[config.mk]
export PLATFORM = sky130hd
export DESIGN_NAME = motor_command_interpreter_unit
export DESIGN_NICKNAME = d
export VERILOG_FILES = /design/src/rtl/core/mci_pkg.sv /design/src/rtl/core/mci_in_reg.sv /design/src/rtl/core/mci_core.sv /design/src/rtl/core/mci_out_reg.sv /design/src/rtl/core/motor_command_interpreter_unit.sv
export VERILOG_INCLUDE_DIRS = /design/src /design/src/rtl/core
export SDC_FILE = /design/constraint.sdc
export NUM_CORES = 1
export LEC_CHECK = 0
export BUFFER_PORTS_ARGS = -buffer_cell sky130_fd_sc_hd__buf_2
export CAP_MARGIN = 30
export CORE_ASPECT_RATIO = 1.5
export CORE_MARGIN = 2
export CORE_UTILIZATION = 50
export CTS_CLUSTER_SIZE = 24
export DETAILED_ROUTE_END_ITERATION = 16
export GPL_TIMING_DRIVEN = 1
export PLACE_DENSITY = 0.69
export SYNTH_ARGS = -nofsm -noshare
export SYNTH_HDL_FRONTEND = slang
export SYNTH_HIERARCHICAL = 1
export SYNTH_SLANG_ARGS = --single-unit
[constraint.sdc]
create_clock -name clk_i -period 8.65 [get_ports clk_i]
set_clock_uncertainty 0.1 [all_clocks]
set_input_delay 0.4325 -clock clk_i [delete_from_list [all_inputs] [get_ports clk_i]]
set_output_delay 0.4325 -clock clk_i [all_outputs]
set_load 0.01 [all_outputs]
[src/rtl/core/motor_command_interpreter_unit_macros.svh]
// Assertion macros for the motor command interpreter unit.
// Used by the top level only; expects clk_i and rst_ni in scope.
`ifndef MOTOR_COMMAND_INTERPRETER_UNIT_MACROS_SVH
`define MOTOR_COMMAND_INTERPRETER_UNIT_MACROS_SVH
`ifndef SYNTH
// Checked only while out of reset.
`define MCI_ASSERT(name, prop) \
  name: assert property (@(posedge clk_i) disable iff (!rst_ni) prop) \
    else $error("mci assertion failed");
// Checked at every edge, reset included.
`define MCI_ASSERT_RST(name, prop) \
  name: assert property (@(posedge clk_i) prop) \
    else $error("mci reset assertion failed");
`else
`define MCI_ASSERT(name, prop)
`define MCI_ASSERT_RST(name, prop)
`endif
`endif

[src/rtl/core/mci_pkg.sv]
// Package for the motor command interpreter: message codes, command bytes,
// drive patterns, reset values and the result structure. No dependencies.
`default_nettype none

package mci_pkg;

  // Number of bytes read after a duty prompt.
  localparam int unsigned ENTRY_DIGITS = 3;
  localparam logic [1:0]  ENTRY_START  = 2'(ENTRY_DIGITS);

  typedef enum logic [3:0] {
    MSG_NONE    = 4'd0,
    MSG_OK      = 4'd1,
    MSG_ON      = 4'd2,
    MSG_OFF     = 4'd3,
    MSG_ACW     = 4'd4,
    MSG_CW      = 4'd5,
    MSG_ERROR   = 4'd6,
    MSG_HELP    = 4'd7,
    MSG_PROMPT  = 4'd8,
    MSG_PRESET1 = 4'd9,
    MSG_PRESET2 = 4'd10,
    MSG_PRESET3 = 4'd11,
    MSG_PRESET4 = 4'd12,
    MSG_PRESET5 = 4'd13
  } msg_e;

  // Command bytes (ASCII).
  localparam logic [7:0] CMD_ON      = 8'h41;  // A
  localparam logic [7:0] CMD_OFF     = 8'h42;  // B
  localparam logic [7:0] CMD_ACW     = 8'h43;  // C
  localparam logic [7:0] CMD_CW      = 8'h44;  // D
  localparam logic [7:0] CMD_CHECK   = 8'h46;  // F
  localparam logic [7:0] CMD_HELP    = 8'h48;  // H
  localparam logic [7:0] CMD_PROMPT  = 8'h50;  // P
  localparam logic [7:0] CMD_PRESET1 = 8'h31;
  localparam logic [7:0] CMD_PRESET2 = 8'h32;
  localparam logic [7:0] CMD_PRESET3 = 8'h33;
  localparam logic [7:0] CMD_PRESET4 = 8'h34;
  localparam logic [7:0] CMD_PRESET5 = 8'h35;
  localparam logic [7:0] CHAR_ZERO   = 8'h30;
  localparam logic [7:0] CHAR_NINE   = 8'h39;

  // Drive and lamp patterns.
  localparam logic [5:0] PAT_CW  = 6'd37;
  localparam logic [5:0] PAT_CCW = 6'd22;
  localparam logic [5:0] PAT_OFF = 6'd8;

  localparam logic [7:0] DUTY_RESET = 8'd255;
  localparam logic [9:0] DUTY_LIMIT = 10'd256;

  typedef struct packed {
    msg_e       message;
    logic [5:0] pattern;
    logic [7:0] duty;
  } result_t;

  function automatic logic [7:0] preset_duty(input logic [2:0] idx);
    logic [7:0] d;
    case (idx)
      3'd0:    d = 8'd150;
      3'd1:    d = 8'd175;
      3'd2:    d = 8'd200;
      3'd3:    d = 8'd225;
      default: d = 8'd255;
    endcase
    return d;
  endfunction

endpackage

`default_nettype wire

[src/rtl/core/mci_in_reg.sv]
// Input register of the motor command interpreter.
// Holds one received byte until the core consumes it. Uses no package.
`default_nettype none

module mci_in_reg (
  input  logic       clk_i,
  input  logic       rst_ni,
  input  logic       in_valid_i,
  input  logic [7:0] rx_byte_i,
  input  logic       advance_i,
  output logic       in_ready_o,
  output logic       valid_o,
  output logic [7:0] byte_o
);

  logic       valid_q, valid_d;
  logic [7:0] byte_q;

  assign in_ready_o = !valid_q || advance_i;

  always_comb begin
    valid_d = valid_q;
    if (in_ready_o) begin
      valid_d = in_valid_i;
    end
  end

  always_ff @(posedge clk_i or negedge rst_ni) begin
    if (!rst_ni) begin
      valid_q <= 1'b0;
    end else begin
      valid_q <= valid_d;
    end
  end

  always_ff @(posedge clk_i) begin
    if (in_ready_o && in_valid_i) begin
      byte_q <= rx_byte_i;
    end
  end

  assign valid_o = valid_q;
  assign byte_o  = byte_q;

endmodule

`default_nettype wire

[src/rtl/core/mci_core.sv]
// Command interpreter core: motor, direction, duty and entry state, and the
// per-byte decision that forms one result. Depends on mci_pkg.
`default_nettype none

module mci_core (
  input  logic             clk_i,
  input  logic             rst_ni,
  input  logic             fire_i,
  input  logic [7:0]       byte_i,
  output mci_pkg::result_t result_o
);

  logic       motor_on_q, motor_on_d;
  logic       clockwise_q, clockwise_d;
  logic [7:0] duty_q, duty_d;
  logic [5:0] pattern_q, pattern_d;
  logic [1:0] count_q, count_d;
  logic [9:0] value_q, value_d;
  logic       stopped_q, stopped_d;
  mci_pkg::msg_e msg;

  logic       is_digit;
  logic [9:0] value_acc;
  logic [2:0] preset_idx;

  assign is_digit   = (byte_i inside {[mci_pkg::CHAR_ZERO : mci_pkg::CHAR_NINE]});
  // value * 10 + digit, wrapping at ten bits.
  assign value_acc  = {value_q[6:0], 3'b000} + {value_q[8:0], 1'b0}
                    + {6'd0, 4'(byte_i - mci_pkg::CHAR_ZERO)};
  assign preset_idx = 3'(byte_i - mci_pkg::CMD_PRESET1);

  always_comb begin
    motor_on_d  = motor_on_q;
    clockwise_d = clockwise_q;
    duty_d      = duty_q;
    pattern_d   = pattern_q;
    count_d     = count_q;
    value_d     = value_q;
    stopped_d   = stopped_q;
    msg         = mci_pkg::MSG_NONE;

    if (count_q != 2'd0) begin
      // Any byte during an entry is an entry byte, command letters too.
      if (!stopped_q && is_digit) begin
        value_d = value_acc;
      end else begin
        stopped_d = 1'b1;
      end
      count_d = count_q - 2'd1;
      if (count_d == 2'd0 && value_d < mci_pkg::DUTY_LIMIT) begin
        duty_d = value_d[7:0];
      end
    end else begin
      case (byte_i)
        mci_pkg::CMD_CHECK: begin
          msg = mci_pkg::MSG_OK;
        end
        mci_pkg::CMD_ON: begin
          motor_on_d = 1'b1;
          pattern_d  = clockwise_q ? mci_pkg::PAT_CW : mci_pkg::PAT_CCW;
          msg        = mci_pkg::MSG_ON;
        end
        mci_pkg::CMD_OFF: begin
          motor_on_d = 1'b0;
          pattern_d  = mci_pkg::PAT_OFF;
          msg        = mci_pkg::MSG_OFF;
        end
        mci_pkg::CMD_ACW: begin
          if (motor_on_q) begin
            clockwise_d = 1'b0;
            pattern_d   = mci_pkg::PAT_CCW;
            msg         = mci_pkg::MSG_ACW;
          end else begin
            msg = mci_pkg::MSG_ERROR;
          end
        end
        mci_pkg::CMD_CW: begin
          if (motor_on_q) begin
            clockwise_d = 1'b1;
            pattern_d   = mci_pkg::PAT_CW;
            msg         = mci_pkg::MSG_CW;
          end else begin
            msg = mci_pkg::MSG_ERROR;
          end
        end
        mci_pkg::CMD_HELP: begin
          msg = mci_pkg::MSG_HELP;
        end
        mci_pkg::CMD_PROMPT: begin
          count_d   = mci_pkg::ENTRY_START;
          value_d   = 10'd0;
          stopped_d = 1'b0;
          msg       = mci_pkg::MSG_PROMPT;
        end
        mci_pkg::CMD_PRESET1, mci_pkg::CMD_PRESET2, mci_pkg::CMD_PRESET3,
        mci_pkg::CMD_PRESET4, mci_pkg::CMD_PRESET5: begin
          duty_d = mci_pkg::preset_duty(preset_idx);
          msg    = mci_pkg::msg_e'(4'(mci_pkg::MSG_PRESET1) + {1'b0, preset_idx});
        end
        default: begin
          msg = mci_pkg::MSG_NONE;
        end
      endcase
    end
  end

  always_ff @(posedge clk_i or negedge rst_ni) begin
    if (!rst_ni) begin
      motor_on_q  <= 1'b0;
      clockwise_q <= 1'b1;
      duty_q      <= mci_pkg::DUTY_RESET;
      pattern_q   <= mci_pkg::PAT_OFF;
      count_q     <= 2'd0;
      value_q     <= 10'd0;
      stopped_q   <= 1'b0;
    end else if (fire_i) begin
      motor_on_q  <= motor_on_d;
      clockwise_q <= clockwise_d;
      duty_q      <= duty_d;
      pattern_q   <= pattern_d;
      count_q     <= count_d;
      value_q     <= value_d;
      stopped_q   <= stopped_d;
    end
  end

  assign result_o.message = msg;
  assign result_o.pattern = pattern_d;
  assign result_o.duty    = duty_d;

endmodule

`default_nettype wire

[src/rtl/core/mci_out_reg.sv]
// Result register of the motor command interpreter.
// Holds one result until the consumer takes it. Depends on mci_pkg.
`default_nettype none

module mci_out_reg (
  input  logic             clk_i,
  input  logic             rst_ni,
  input  logic             load_i,
  input  mci_pkg::result_t result_i,
  input  logic             out_ready_i,
  output logic             advance_o,
  output logic             out_valid_o,
  output mci_pkg::result_t result_o
);

  logic             valid_q, valid_d;
  mci_pkg::result_t result_q;

  // The register can take a new result when empty or being drained.
  assign advance_o = !valid_q || out_ready_i;

  always_comb begin
    valid_d = valid_q;
    if (advance_o) begin
      valid_d = load_i;
    end
  end

  always_ff @(posedge clk_i or negedge rst_ni) begin
    if (!rst_ni) begin
      valid_q <= 1'b0;
    end else begin
      valid_q <= valid_d;
    end
  end

  always_ff @(posedge clk_i) begin
    if (advance_o && load_i) begin
      result_q <= result_i;
    end
  end

  assign out_valid_o = valid_q;
  assign result_o    = result_q;

endmodule

`default_nettype wire

[src/rtl/core/motor_command_interpreter_unit.sv]
// Channel  | Direction | Handshake                | Payload
// request  | in        | in_valid_i / in_ready_o  | rx_byte_i[7:0]
// result   | out       | out_valid_o / out_ready_i| message_o[3:0], port_pattern_o[5:0], duty_o[7:0]
//
// One byte per cycle sustained while results are taken; an accepted request passes
// through the input register, then the result register, before its result is presented.
// The interpreter state updates as a byte moves into the result register.
// A stalled result holds both registers; in_ready_o drops only then.
// Reset (rst_ni low) empties both registers and restores the motor state.
// Top level; depends on mci_pkg, mci_in_reg, mci_core, mci_out_reg.
`default_nettype none
`include "motor_command_interpreter_unit_macros.svh"

module motor_command_interpreter_unit (
  input  logic       clk_i,
  input  logic       rst_ni,
  input  logic       in_valid_i,
  output logic       in_ready_o,
  input  logic [7:0] rx_byte_i,
  output logic       out_valid_o,
  input  logic       out_ready_i,
  output logic [3:0] message_o,
  output logic [5:0] port_pattern_o,
  output logic [7:0] duty_o
);

  logic             advance;
  logic             stage_valid;
  logic [7:0]       stage_byte;
  logic             fire;
  mci_pkg::result_t core_result;
  mci_pkg::result_t out_result;

  mci_in_reg u_in_reg (
    .clk_i      (clk_i),
    .rst_ni     (rst_ni),
    .in_valid_i (in_valid_i),
    .rx_byte_i  (rx_byte_i),
    .advance_i  (advance),
    .in_ready_o (in_ready_o),
    .valid_o    (stage_valid),
    .byte_o     (stage_byte)
  );

  assign fire = stage_valid && advance;

  mci_core u_core (
    .clk_i    (clk_i),
    .rst_ni   (rst_ni),
    .fire_i   (fire),
    .byte_i   (stage_byte),
    .result_o (core_result)
  );

  mci_out_reg u_out_reg (
    .clk_i       (clk_i),
    .rst_ni      (rst_ni),
    .load_i      (fire),
    .result_i    (core_result),
    .out_ready_i (out_ready_i),
    .advance_o   (advance),
    .out_valid_o (out_valid_o),
    .result_o    (out_result)
  );

  assign message_o      = out_result.message;
  assign port_pattern_o = out_result.pattern;
  assign duty_o         = out_result.duty;

  `MCI_ASSERT(a_pattern_legal, out_valid_o |-> (port_pattern_o == mci_pkg::PAT_CW || port_pattern_o == mci_pkg::PAT_CCW || port_pattern_o == mci_pkg::PAT_OFF))
  `MCI_ASSERT(a_preset5_duty, (out_valid_o && message_o == mci_pkg::MSG_PRESET5) |-> (duty_o == mci_pkg::DUTY_RESET))
  `MCI_ASSERT(a_stall_only_when_held, !in_ready_o |-> (out_valid_o && !out_ready_i))
  `MCI_ASSERT_RST(a_reset_empty, !rst_ni |-> !out_valid_o)

endmodule

`default_nettype wire

== Word-level counts from Yosys, hierarchy flattened ==
Cells that the tools add are included.
Word-level totals
  register bits after elaboration: 57
  bits in latches: 0
  RAM bits: 0
  bits in read-only memories: 0
  output and inout bits: 20
  memories: 0
Cells by class
  add/subtract/negate cells: 6
  $mul: 0
  divide/modulo/power cells: 0
  $lt $le $gt $ge: 3
  equal/unequal tests: 18
  shift operators: 0
  mux-type cells: 25
  bitwise operators: 1
  reduce and logical (&&, ||, !) cells: 22
Operators by type and width (count)
  == test 8 x 7 -> 1 bit (second input constant): 7
  == test 8 x 6 -> 1 bit (second input constant): 5
  two-way mux 10 bit: 4
  one-hot mux 4 bit (8 select lines): 1
  one-hot mux 7 bit (4 select lines): 1
  two-way mux 6 bit: 4
  two-way mux 8 bit: 3
  one-hot mux 6 bit (4 select lines): 1
  adder 10 bit: 1
  adder 10 x 4 -> 10 bit: 1
  less-than comparator 10 x 9 -> 1 bit (second input constant): 1
  greater-or-equal comparator 8 x 6 -> 1 bit (second input constant): 1
  <= comparator 8 x 6 -> 1 bit (second input constant): 1
  two-way mux 2 bit: 4
  nonzero test 2 bit: 4
  == test 3 x 2 -> 1 bit (second input constant): 2
  logical AND 1 bit: 6
  AND reduction 3 bit: 2
  two-way mux 1 bit: 5
  AND reduction 5 bit: 1
  OR reduction 5 bit: 1
  adder 4 x 3 -> 4 bit (first input constant): 1
  inequality test 2 x 1 -> 1 bit (second input constant): 2
  one-hot mux 1 bit (2 select lines): 2
  11 further kinds: 14

== Logic depth before layout (Yosys ltp) ==
Gate-level depths: netlist of the first run.
  depth in word-level cells: 9
  gate-level depth with buffers: 12
  depth with buffers taken out: 10

== By module ==
The synthesis of the first run kept the hierarchy.
Modules (own cells, without submodules)
  mci_core: times used 1, cells an instance 325, area an instance 2741.4 µm², sequential area each 738.2 µm²
  mci_out_reg: times used 1, cells an instance 22, area an instance 594.3 µm², sequential area each 565.5 µm²
  mci_in_reg: times used 1, cells an instance 12, area an instance 294.0 µm², sequential area each 265.3 µm²
  motor_command_interpreter_unit: times used 1, cells an instance 1, area an instance 6.3 µm², sequential area each 0.0 µm²

== Least setup slack after synthesis of the first run ==
Ideal clock, no wire load.
  kind: register -> register
  start point: reg u_in_reg.byte_q[3], in the netlist u_in_reg/byte_o[3]
  end point: reg u_out_reg.result_q, in the netlist u_out_reg/result_o[4] (data pin)
  arrival: 3.154 ns
  data required time: 8.289 ns
  path slack: 5.135 ns
  cell stages (with the launch flop): 12
  path buffers: 2
  clock period less this slack: 3.515 ns
  cells stage by stage: edfxtp_1 -> clkbuf_1 -> inv_1 -> fa_1 -> fa_1 -> nand2b_1 -> a21o_1 -> a211oi_1 -> nand3_2 -> o21a_4 -> buf_6 -> o311a_1
RTL lines
  from (decl): RTL line mci_in_reg.sv:17  | logic [7:0] byte_q;
  from (signal assigned): RTL line mci_in_reg.sv:38  | byte_q <= rx_byte_i;
  to (signal assigned): RTL line mci_out_reg.sv:39  | result_q <= result_i;
  to (decl): RTL line mci_out_reg.sv:17  | mci_pkg::result_t result_q;

==> summary.md, run 1 <==
| Metric | Value |
|---|---|
| Dominant combinational cell family by area after synthesis | `compound AO/OA/AOI/OAI gates` |
| Maximum number of pins on one net before global-route repair | `32` |
| Gate count after technology mapping | `360` |
| Portion of the post-synthesis area used by sequential elements | `0.4315` |
| Ordered list of cells on the worst path | `inv_1 > fa_1 > inv_1 > ha_1 > a211oi_1 > o21ai_0 > o31ai_1 > xor2_1 > o21a_4 > o221ai_1` |
| Clock latency on the worst-skew pair | `0.35 ns` |
| Placed Cells incl. Taps | `457` |
| Number of setup buffers added after CTS | `0` |
| Share of flip-flops with an asynchronous set or reset | `0.5439` |
| HPWL Detailed | `5.590 mm` |
| Clock buffers created by TritonCTS | `9` |
| Area enclosed by the die boundary | `7984 um^2` |
| Static Leakage | `1.692 nW` |
| Slew Viols, Final | `0` |
| Number of cells upsized or downsized after cts | `0` |
| Number of max-cap violations | `0` |
| Maximum level of the CTS H-tree | `3` |
| Effective utilization at floorplan | `0.5098` |
| Capturing element type of the critical path | `flop` |
| Worst setup slack before clock tree synthesis | `4.622 ns` |
| Post-route ant nets | `0` |
| Number of unique standard cell types used by synthesis | `65` |
| Standard cell with the maximum stage delay on the critical path | `sky130_fd_sc_hd__xor2_1` |
| Register-to-register setup slack | `4.61 ns` |
| Launch instance of the worst register-to-register path | `u_in_reg/byte_o[3]` |
| Count of state elements after synthesis | `57` |
| Synth warnings | `6` |
| Max incr delay on CP | `0.85 ns` |
| Area fraction in compound gates after synthesis | `0.2333` |
| Clock input transition at the sequential cells of the worst setup and hold paths | `0.07 ns` |
| Unrepaired setup endpoints after global routing | `no` |
| Detailed router's first-iteration violation count | `319` |
| Clock tree root buffer cell | `sky130_fd_sc_hd__clkbuf_8` |
| Post-CTS Hold Fix Bufs | `0` |
| Share of the cycle needed by the critical path after routing | `0.4666` |
| Least setup slack across all paths after layout | `around 4.6 ns` |
| Boundary pin count | `32` |
| Multi-input logic area | `1907 um^2` |
| Arrival time of the worst setup path | `4.01 ns` |
| Hold Violations, Final | `0` |
| Number of remaining DRC errors | `0` |
| Type of element launching the critical path | `flop` |
| Detailed Routing Iterations Pass 1 | `4` |
| Biggest fanout along the worst timing path | `16` |
| Count of input and output buffers | `31` |
| Nets | `425` |
| Simple-Gate Fraction of Synth Area | `0.1573` |
| Syn Area/Cell | `10.10 um^2` |
| Number of failing setup endpoints in the final timing report | `0` |
| Cell area after synthesis | `3636 um^2` |
| Most frequent cell after synthesis | `sky130_fd_sc_hd__nand2_1` |
| Post-route core utilization | `0.5737` |
| Number of diodes added for antenna fixing | `0` |
| Portion of synthesized cell area occupied by the leading cell type | `0.2147` |
| Maximum resistive drop on vdd | `0.1262 mV` |
| Filler cells | `619` |
| Min-delay worst type | `in2async` |
| Post-synthesis share of cell area spent on xor and xnor gates | `0.01445` |
| Core Footprint | `just over 7000 um^2` |
| Mux share of post-synthesis cell area | `0.02925` |
| Final routed wirelength across all metal layers | `8.379 mm` |
| Cell types occupying the most area after synthesis | `sky130_fd_sc_hd__edfxtp_1 21%, sky130_fd_sc_hd__dfrtp_1 14%, sky130_fd_sc_hd__ha_1 7.9%` |
| Growth of design area from synthesis to finish | `12.53%` |
| Data required time of the worst path | `8.62 ns` |
| Post-synthesis net count | `397` |
| Final standard cell count with taps included and fillers excluded | `473` |
| Setup total negative slack | `0 ns` |
| Via count of the first global-routing pass | `2773` |
| Path type of the worst setup path | `reg2reg` |
| Highest attainable clock frequency | `247.8 MHz` |
| Max_slew headroom | `0.3047` |
| Sequential cell area | `1569 um^2` |
| Total design power | `1.137 mW` |
| Worst slew pin tran | `1.039 ns` |
| Clock sink count | `57` |
| Number of buffers on the longest clock path | `2` |
| Cell repeated most along the worst path | `sky130_fd_sc_hd__inv_1` |
| TritonCTS clock tree | `built` |
| Total via count after detailed routing | `2908` |
| Die Wd | `approximately 74 um` |
| Critical Path Start | `u_in_reg/byte_o[3]` |
| Count of standard-cell rows | `38` |
| Antenna violations before repair | `0` |
| Run status | `completed` |
| Total power divided by cell area | `roughly 280 nW/um^2` |
| Number of enable flip-flop cells after synthesis | `26` |
| Overflow left after global routing | `0` |
| Dominant synthesized flop cell | `sky130_fd_sc_hd__edfxtp_1` |
| Adder-cell share of the synthesized area | `0.09016` |
| Per-cell routed wire length | `17.71 um` |
| Die Height | `around 110 um` |
| Combined global-route utilization of all metal layers | `0.2274` |
| Commonest cells in the synthesized netlist | `30 x sky130_fd_sc_hd__nand2_1, 29 x sky130_fd_sc_hd__nor2_1, 26 x sky130_fd_sc_hd__edfxtp_1, 23 x sky130_fd_sc_hd__ha_1` |
| First-pass GRT wire length | `13.64 mm` |
| Layout cells sized above 1 | `0.1908` |
| Weighted congestion at the end of routability-driven global placement | `0.8217` |
| Library cell occupying the most area in the post-synthesis netlist | `sky130_fd_sc_hd__edfxtp_1` |
| Time the final worst path needs with I/O delays and setup | `a little over 4 ns` |
| DR vias/cell | `6.148` |
==> logic make-up after synthesis <==
group | count (synthesis)
AOI/OAI and AO/OA | 114
and+or+nand+nor | 108
DFF | 57
buffers and inverters | 40
adders and majority gates | 25
muxes | 10
xor gates and xnor gates | 6
==> critical path: cells and delay by family (launching register included) <==
kind                       cells  cell delay, ns
AOI/OAI and AO/OA              5            1.18
adders and majority gates      2            0.90
xor gates and xnor gates       1            0.85
DFF                            1            0.54
buffers and inverters          2            0.20
==> cell type report <==
cell class                 count  share of cell area
multi-input combinational    263              0.4661
sequential                    57              0.3835
timing repair buffer          36             0.04709
clock buffer                  11             0.03456
clock inverter                 5             0.02508
tap                           80             0.02446
inverter                      21             0.01927
==> report_power, final <==
group | total (mW) | switching, mW | internal (mW) | leakage [nW]
clock | 0.309 | 0.110 | 0.199 | 0.121
combinational | 0.419 | 0.248 | 0.171 | 0.940
sequential | 0.409 | 0.0435 | 0.366 | 0.631
total | 1.14 | 0.401 | 0.736 | 1.69
==> registers in the layout (all words and copies together) (netlist names) <==
register / count
u_in_reg/byte_o: 8
u_core/motor_on_q: 1
u_in_reg/valid_o: 1
u_out_reg/out_valid_o: 1
u_core/pattern_q: 6
u_core/stopped_q: 1
u_core/count_q: 2
u_core/value_q: 10
u_core/duty_q: 8
u_out_reg/result_o: 18
u_core/clockwise_q: 1
==> per-layer routing <==
layer | track usage | part of all wire | vias up
met5 | 0 | 0 | -
met4 | 0.08831 | 0.017 | 0
met3 | 0.06990 | 0.040 | 13
met2 | 0.3527 | 0.50 | 72
met1 | 0.2945 | 0.44 | 1412
li1 | - | - | 1411
==> through the flow <==
stage          cell area [um^2]  hold WS (ns)
2_1_floorplan              3636       0.03691
4_1_cts                    4091       0.07482
6_report                   4091       0.06077
5_1_grt                    4091        0.1083
3_5_place_dp               3847        0.3819
3_3_place_gp               3847        0.3629
==> placed cells by master (no fill, tap or decap), types with 3 or more instances in the layout <==
master	n
sky130_fd_sc_hd__a21oi_1	18
sky130_fd_sc_hd__nor2_1	29
sky130_fd_sc_hd__a22oi_1	5
sky130_fd_sc_hd__o2111ai_1	7
sky130_fd_sc_hd__nand3_1	4
sky130_fd_sc_hd__a21o_1	3
sky130_fd_sc_hd__edfxtp_1	26
sky130_fd_sc_hd__dfrtp_1	21
sky130_fd_sc_hd__a2bb2oi_1	4
sky130_fd_sc_hd__dfstp_2	10
sky130_fd_sc_hd__or3_1	5
sky130_fd_sc_hd__nand2b_1	9
sky130_fd_sc_hd__o311a_1	3
sky130_fd_sc_hd__buf_2	31
sky130_fd_sc_hd__mux2i_1	5
sky130_fd_sc_hd__o311ai_1	8
sky130_fd_sc_hd__o21ai_0	18
sky130_fd_sc_hd__buf_4	5
sky130_fd_sc_hd__nor4_1	3
sky130_fd_sc_hd__ha_1	23
sky130_fd_sc_hd__o211ai_1	11
sky130_fd_sc_hd__o21bai_1	3
sky130_fd_sc_hd__mux2_2	5
sky130_fd_sc_hd__xnor2_1	5
sky130_fd_sc_hd__inv_1	21
sky130_fd_sc_hd__a22o_1	7
sky130_fd_sc_hd__clkbuf_8	10
sky130_fd_sc_hd__a31oi_1	5
sky130_fd_sc_hd__bufinv_16	3
sky130_fd_sc_hd__nand2_1	30
sky130_fd_sc_hd__nor2b_1	5
==> path summary, 6_finish.rpt <==
path                                               to  cells after the start
worst max-delay path            u_out_reg/result_o[5]                     10
worst min-delay path                u_core/value_q[7]                      1
worst max register to register  u_out_reg/result_o[5]                     10
worst min register to register      u_core/count_q[1]                      2
max in group asynchronous            u_core/stopped_q                      1
min in group clk_i                 u_in_reg/byte_o[0]                      1
Power figures use the tool's default switching activity.
==> run 2, diff against run 1 <==
==> constraint.sdc (replaced) <==
create_clock -name clk_i -period 3.79 [get_ports clk_i]
set_clock_uncertainty 0.1 [all_clocks]
set_input_delay 0.1895 -clock clk_i [delete_from_list [all_inputs] [get_ports clk_i]]
set_output_delay 0.1895 -clock clk_i [all_outputs]
set_load 0.01 [all_outputs]
==> summary.md, run 2 (synthesis results as in run 1) <==
| Metric | Value |
|---|---|
| Post-route ant nets | `0` |
| Crit path buffers/inverters | `1` |
| Number of failing setup endpoints in the final timing report | `0` |
| Hold Violations, Final | `0` |
| Min-delay worst type | `in2reg` |
| Worst slew pin tran | `0.7559 ns` |
| Effective utilization at floorplan | `0.5098` |
| Max incr delay on CP | `0.47 ns` |
| Highest attainable clock frequency | `between 200 and 300 MHz` |
| Capturing element type of the critical path | `flop` |
| Arrival time of the worst setup path | `3.34 ns` |
| Clock input transition at the sequential cells of the worst setup and hold paths | `0.07 ns` |
| Multi-input logic area | `about 1900 um^2` |
| Maximum resistive drop on vdd | `between 0.2 and 0.3 mV` |
| Ordered list of cells on the worst path | `inv_1 > fa_1 > fa_1 > nand2b_1 > a21o_1 > a211oi_1 > nand3_2 > o21a_4 > o311a_1` |
| Post-route met1 wirelength | `roughly 3.5 mm` |
| Combined global-route utilization of all metal layers | `0.2261` |
| Antenna violations before repair | `0` |
| Die Wd | `around 74 um` |
| Slew Viols, Final | `0` |
| Max reg flops | `18` |
| Detailed Routing Iterations Pass 1 | `4` |
| Boundary pin count | `32` |
| Maximum number of pins on one net before global-route repair | `32` |
| Placed Cells incl. Taps | `461` |
| Max_slew headroom | `0.4914` |
| Filler cells | `between 600 and 700` |
| Clock sink count | `57` |
| Biggest fanout along the worst timing path | `16` |
| Count of standard-cell rows | `38` |
| Final routed wirelength across all metal layers | `8.423 mm` |
| Per-cell routed wire length | `17.30 um` |
| Number of cells upsized or downsized after cts | `0` |
| Number of remaining DRC errors | `0` |
| HPWL Detailed | `5.746 mm` |
| Total met3 wirelength after detailed routing | `352 um` |
| Total via count after detailed routing | `around 3000` |
| Number of max-cap violations | `0` |
| Type of element launching the critical path | `flop` |
| Sequential cell area | `1569 um^2` |
| Clock latency on the worst-skew pair | `0.35 ns` |
| Final standard cell count with taps included and fillers excluded | `487` |
| Time the final worst path needs with I/O delays and setup | `3.346 ns` |
| Most frequent standard cell in the layout excluding fill and tap cells | `sky130_fd_sc_hd__buf_2` |
| Number of diodes added for antenna fixing | `0` |
| Maximum level of the CTS H-tree | `3` |
| Via count of the first global-routing pass | `between 2000 and 3000` |
| Run status | `completed` |
| Static Leakage | `1.729 nW` |
| Layout cells sized above 1 | `0.1916` |
| DR vias/cell | `6.164` |
| Most frequent cells in the layout | `31 x sky130_fd_sc_hd__buf_2, 30 x sky130_fd_sc_hd__nand2_1, 29 x sky130_fd_sc_hd__nor2_1, 26 x sky130_fd_sc_hd__edfxtp_1, 23 x sky130_fd_sc_hd__ha_1` |
| Detailed router's first-iteration violation count | `273` |
| TritonCTS clock tree | `built` |
| Share of the cycle needed by the critical path after routing | `0.8830` |
| Data required time of the worst path | `3.78 ns` |
| Growth of design area from synthesis to finish | `14.59%` |
| Count of input and output buffers | `31` |
| Met2 wire length | `4.361 mm` |
| Nets | `around 440` |
| Standard cell with the maximum stage delay on the critical path | `sky130_fd_sc_hd__fa_1` |
| Total power divided by cell area | `596.4 nW/um^2` |
| Clock tree root buffer cell | `sky130_fd_sc_hd__clkbuf_8` |
| First-pass GRT wire length | `approximately 14 mm` |
| Die Height | `108.4 um` |
| Cell repeated most along the worst path | `sky130_fd_sc_hd__fa_1` |
| Clock buffers created by TritonCTS | `9` |
| Core Footprint | `between 7000 and 8000 um^2` |
| Highest metal layer with signal wires | `met4` |
| Overflow left after global routing | `0` |
| Unrepaired setup endpoints after global routing | `no` |
| Path type of the worst setup path | `reg2reg` |
| Kind of cell adding the most delay to the critical path | `compound AO/OA/AOI/OAI gates` |
| Total design power | `2.485 mW` |
| Number of buffers on the longest clock path | `2` |
| Area enclosed by the die boundary | `~8000 um^2` |
| Number of setup buffers added after CTS | `0` |
| Weighted congestion at the end of routability-driven global placement | `0.8519` |
| Setup total negative slack | `0 ns` |
run 2: path summary, 6_finish.rpt:
| kind | start | endpoint | slack [ns] | depth (start not counted) |
|---|---|---|---|---|
| max reg2reg | u_core/value_q[2] | u_out_reg/result_o[7] | 0.44 | 9 |
| min reg2reg | u_core/count_q[1] | u_core/count_q[1] | 0.39 | 2 |
| max | u_core/value_q[2] | u_out_reg/result_o[7] | 0.44 | 9 |
| max in group asynchronous | rst_ni | u_core/count_q[1] | 2.74 | 2 |
| min | out_ready_i | u_out_reg/out_valid_o | 0.04 | 3 |
| min in group asynchronous | rst_ni | u_core/value_q[7] | 0.35 | 2 |
run 2: cell type report:
cell class,instances,area share
flip-flops and latches,57,0.3766
inverters,21,0.01892
multi-input cells,263,0.4577
clock buffers,12,0.03483
well taps,80,0.02402
repair buffers,50,0.07748
clock inverters,4,0.01051
run 2: layer usage:
metal | global-route usage | up-vias
li1 | - | 1447
met1 | 0.2881 | 1461
met2 | 0.3705 | 80
met3 | 0.04567 | 14
met4 | 0.09091 | 0
met5 | 0 | -
run 2: power by group:
group          switching (mW)  total, mW  internal [mW]
sequential             0.0986      0.934          0.835
combinational           0.584      0.992          0.408
clock                   0.242      0.559          0.317
run 2: per-stage QoR:
step | setup slack, ns | util | hold WS (ns) | area, um^2
2_1_floorplan | 0.2755 | - | -0.2061 | 3636
3_3_place_gp | 0.5901 | 0.5437 | 0.2109 | 3877
3_5_place_dp | 0.4984 | 0.5437 | 0.2105 | 3877
4_1_cts | 0.4623 | 0.5842 | 0.02769 | 4167
5_1_grt | 0.3069 | 0.5842 | 0.03012 | 4167
6_report | 0.4435 | 0.5842 | 0.04115 | 4167
run 2: timing repair:
action | 4_1_cts | 5_1_grt
hold endpoints to repair | 30 | 0
setup endpoints to repair | 0 | 0
hold buffers | 10 | 0
run 2: tightest hold or removal path: cells and delay by family:
family | cells | cell delay (ns)
buffers and inverters | 1 | 0.08
and+or+nand+nor | 2 | 0.17
==> run 3, diff against run 2 <==
==> constraint.sdc (replaced) <==
create_clock -name clk_i -period 3.9 [get_ports clk_i]
set_clock_uncertainty 0.1 [all_clocks]
set_input_delay 0.195 -clock clk_i [delete_from_list [all_inputs] [get_ports clk_i]]
set_output_delay 0.195 -clock clk_i [all_outputs]
set_load 0.01 [all_outputs]
==> summary.md, run 3 (synthesis results as in run 1) <==
| Metric | Value |
|---|---|
| Hold Violations, Final | `0` |
| Arrival time of the worst setup path | `3.37 ns` |
| Most frequent cells in the layout | `31 x sky130_fd_sc_hd__buf_2, 30 x sky130_fd_sc_hd__nand2_1, 29 x sky130_fd_sc_hd__nor2_1, 26 x sky130_fd_sc_hd__edfxtp_1, 23 x sky130_fd_sc_hd__ha_1` |
| Combinational Power Share | `0.407` |
| Boundary pin count | `32` |
| Per-cell routed wire length | `17.01 um` |
| Clock power share | `0.205` |
| Maximum level of the CTS H-tree | `3` |
| Max reg flops | `18` |
| Fraction of power spent switching nets | `0.3800` |
| Clock input transition at the sequential cells of the worst setup and hold paths | `0.07 ns` |
| Growth of design area from synthesis to finish | `13.73%` |
| DR vias/cell | `6.177` |
| Unrepaired setup endpoints after global routing | `no` |
| Die Height | `108.4 um` |
| Clock buffers created by TritonCTS | `9` |
| Combined global-route utilization of all metal layers | `0.2243` |
| Biggest fanout along the worst timing path | `16` |
| Antenna violations before repair | `0` |
| HPWL Detailed | `about 5.7 mm` |
| Final routed wirelength across all metal layers | `8.267 mm` |
| Most frequent standard cell in the layout excluding fill and tap cells | `sky130_fd_sc_hd__buf_2` |
| Path type of the worst setup path | `reg2reg` |
| Run status | `completed` |
| Worst slew pin tran | `1.011 ns` |
| First-pass GRT wire length | `around 14 mm` |
| Internal power of the cells | `roughly 1.4 mW` |
| Effective utilization at floorplan | `0.5098` |
| Detailed router's first-iteration violation count | `304` |
| Detailed Routing Iterations Pass 1 | `5` |
| Data required time of the worst path | `3.90 ns` |
| Worst setup slack before clock tree synthesis | `0.5297 ns` |
| Total power divided by cell area | `565.3 nW/um^2` |
| Capturing element type of the critical path | `flop` |
| Core Footprint | `7132 um^2` |
| Least setup slack across all paths after layout | `0.5272 ns` |
| Placed Cells incl. Taps | `460` |
| Power spent charging and discharging nets | `around 0.89 mW` |
| Type of element launching the critical path | `flop` |
| Clock latency on the worst-skew pair | `roughly 0.35 ns` |
| Layout cells sized above 1 | `0.1872` |
| Clock sink count | `57` |
| Post-route ant nets | `0` |
| Min-delay worst type | `in2reg` |
| Clock tree root buffer cell | `sky130_fd_sc_hd__clkbuf_8` |
| Number of setup buffers added after CTS | `0` |
| Maximum number of pins on one net before global-route repair | `32` |
| Weighted congestion at the end of routability-driven global placement | `0.7701` |
| Nets | `438` |
| Slew Viols, Final | `0` |
| Final standard cell count with taps included and fillers excluded | `between 400 and 500` |
| Share of the cycle needed by the critical path after routing | `0.8648` |
| Count of standard-cell rows | `38` |
| Overflow left after global routing | `0` |
| Number of max-cap violations | `0` |
| Area enclosed by the die boundary | `~8000 um^2` |
| Sequential share of power | `0.388` |
| Setup total negative slack | `0 ns` |
| Static Leakage | `1.708 nW` |
| Highest attainable clock frequency | `296.5 MHz` |
| Number of failing setup endpoints in the final timing report | `0` |
| Via count of the first global-routing pass | `2846` |
| Maximum resistive drop on vdd | `0.2694 mV` |
| Max_slew headroom | `0.3238` |
| Total via count after detailed routing | `around 3000` |
| Number of diodes added for antenna fixing | `0` |
| Count of input and output buffers | `31` |
| Die Wd | `73.63 um` |
| TritonCTS clock tree | `built` |
| Number of remaining DRC errors | `0` |
| Number of buffers on the longest clock path | `2` |
| Time the final worst path needs with I/O delays and setup | `3.373 ns` |
run 3: area by class of cell:
| cell class | count | area [um^2] |
|---|---|---|
| clock buffers | 12 | 145.1 |
| clock inverters | 4 | 20.02 |
| fillers | 629 | 2997 |
| inverters | 21 | 78.83 |
| multi-input cells | 263 | 1907 |
| flip-flops and latches | 57 | 1569 |
| well taps | 80 | 100.1 |
| repair buffers | 49 | 315.3 |
run 3: power groups by stage:
| stage | combinational (mW) | clock (mW) | sequential, mW |
|---|---|---|---|
| floorplan | 0.704 | 0 | 0.913 |
| global placement | 0.915 | 0 | 0.910 |
| detailed placement | 0.935 | 0 | 0.915 |
| CTS | 0.947 | 0.494 | 0.905 |
| global route | 1.06 | 0.513 | 0.925 |
| finish | 0.952 | 0.479 | 0.907 |
run 3: critical path, cell delays in order (launching register included):
cell and delay, ns:
sky130_fd_sc_hd__edfxtp_1 0.53, sky130_fd_sc_hd__ha_1 0.34, sky130_fd_sc_hd__ha_1 0.19, sky130_fd_sc_hd__inv_1 0.06, sky130_fd_sc_hd__fa_1 0.39, sky130_fd_sc_hd__nand2b_1 0.20, sky130_fd_sc_hd__a21o_1 0.18, sky130_fd_sc_hd__a211oi_1 0.33
sky130_fd_sc_hd__nand3_2 0.14, sky130_fd_sc_hd__o21a_4 0.31, sky130_fd_sc_hd__o311a_1 0.35
run 3: timing repair:
item                                   CTS  global route
hold buffers                            10             0
gates resized for setup                  0             0
endpoints found under the hold margin   30             0
run 3: worst paths after layout:
check | from | end | slack [ns] | depth (start not counted)
worst max-delay path | u_in_reg/byte_o[2] | u_out_reg/result_o[4] | 0.53 | 10
worst min-delay path | out_ready_i | u_out_reg/out_valid_o | 0.04 | 3
worst max register to register | u_in_reg/byte_o[2] | u_out_reg/result_o[4] | 0.53 | 10
worst min register to register | u_core/count_q[1] | u_core/count_q[1] | 0.38 | 2
max in group asynchronous | rst_ni | u_core/stopped_q | 2.84 | 2
min in group asynchronous | rst_ni | u_core/pattern_q[1] | 0.36 | 2
run 3: per-stage QoR:
step | power [mW] | util | hold slack [ns] | area, um^2
4_1_cts | 2.346 | 0.5798 | 0.02201 | 4135
2_1_floorplan | 1.617 | - | -0.2006 | 3636
5_1_grt | 2.500 | 0.5798 | 0.05110 | 4135
3_3_place_gp | 1.825 | 0.5426 | 0.2140 | 3870
3_5_place_dp | 1.850 | 0.5426 | 0.2247 | 3870
6_report | 2.338 | 0.5798 | 0.03946 | 4135
run 3: routing by layer:
metal | part of all wire | vias to the layer above | global-route usage | wire, um
met5 | 0 | - | 0 | 0
met4 | 0.027 | 0 | 0.1143 | 223
met3 | 0.043 | 20 | 0.04753 | 353
met2 | 0.50 | 93 | 0.3578 | 4163
met1 | 0.43 | 1454 | 0.2824 | 3526
li1 | - | 1435 | - | -
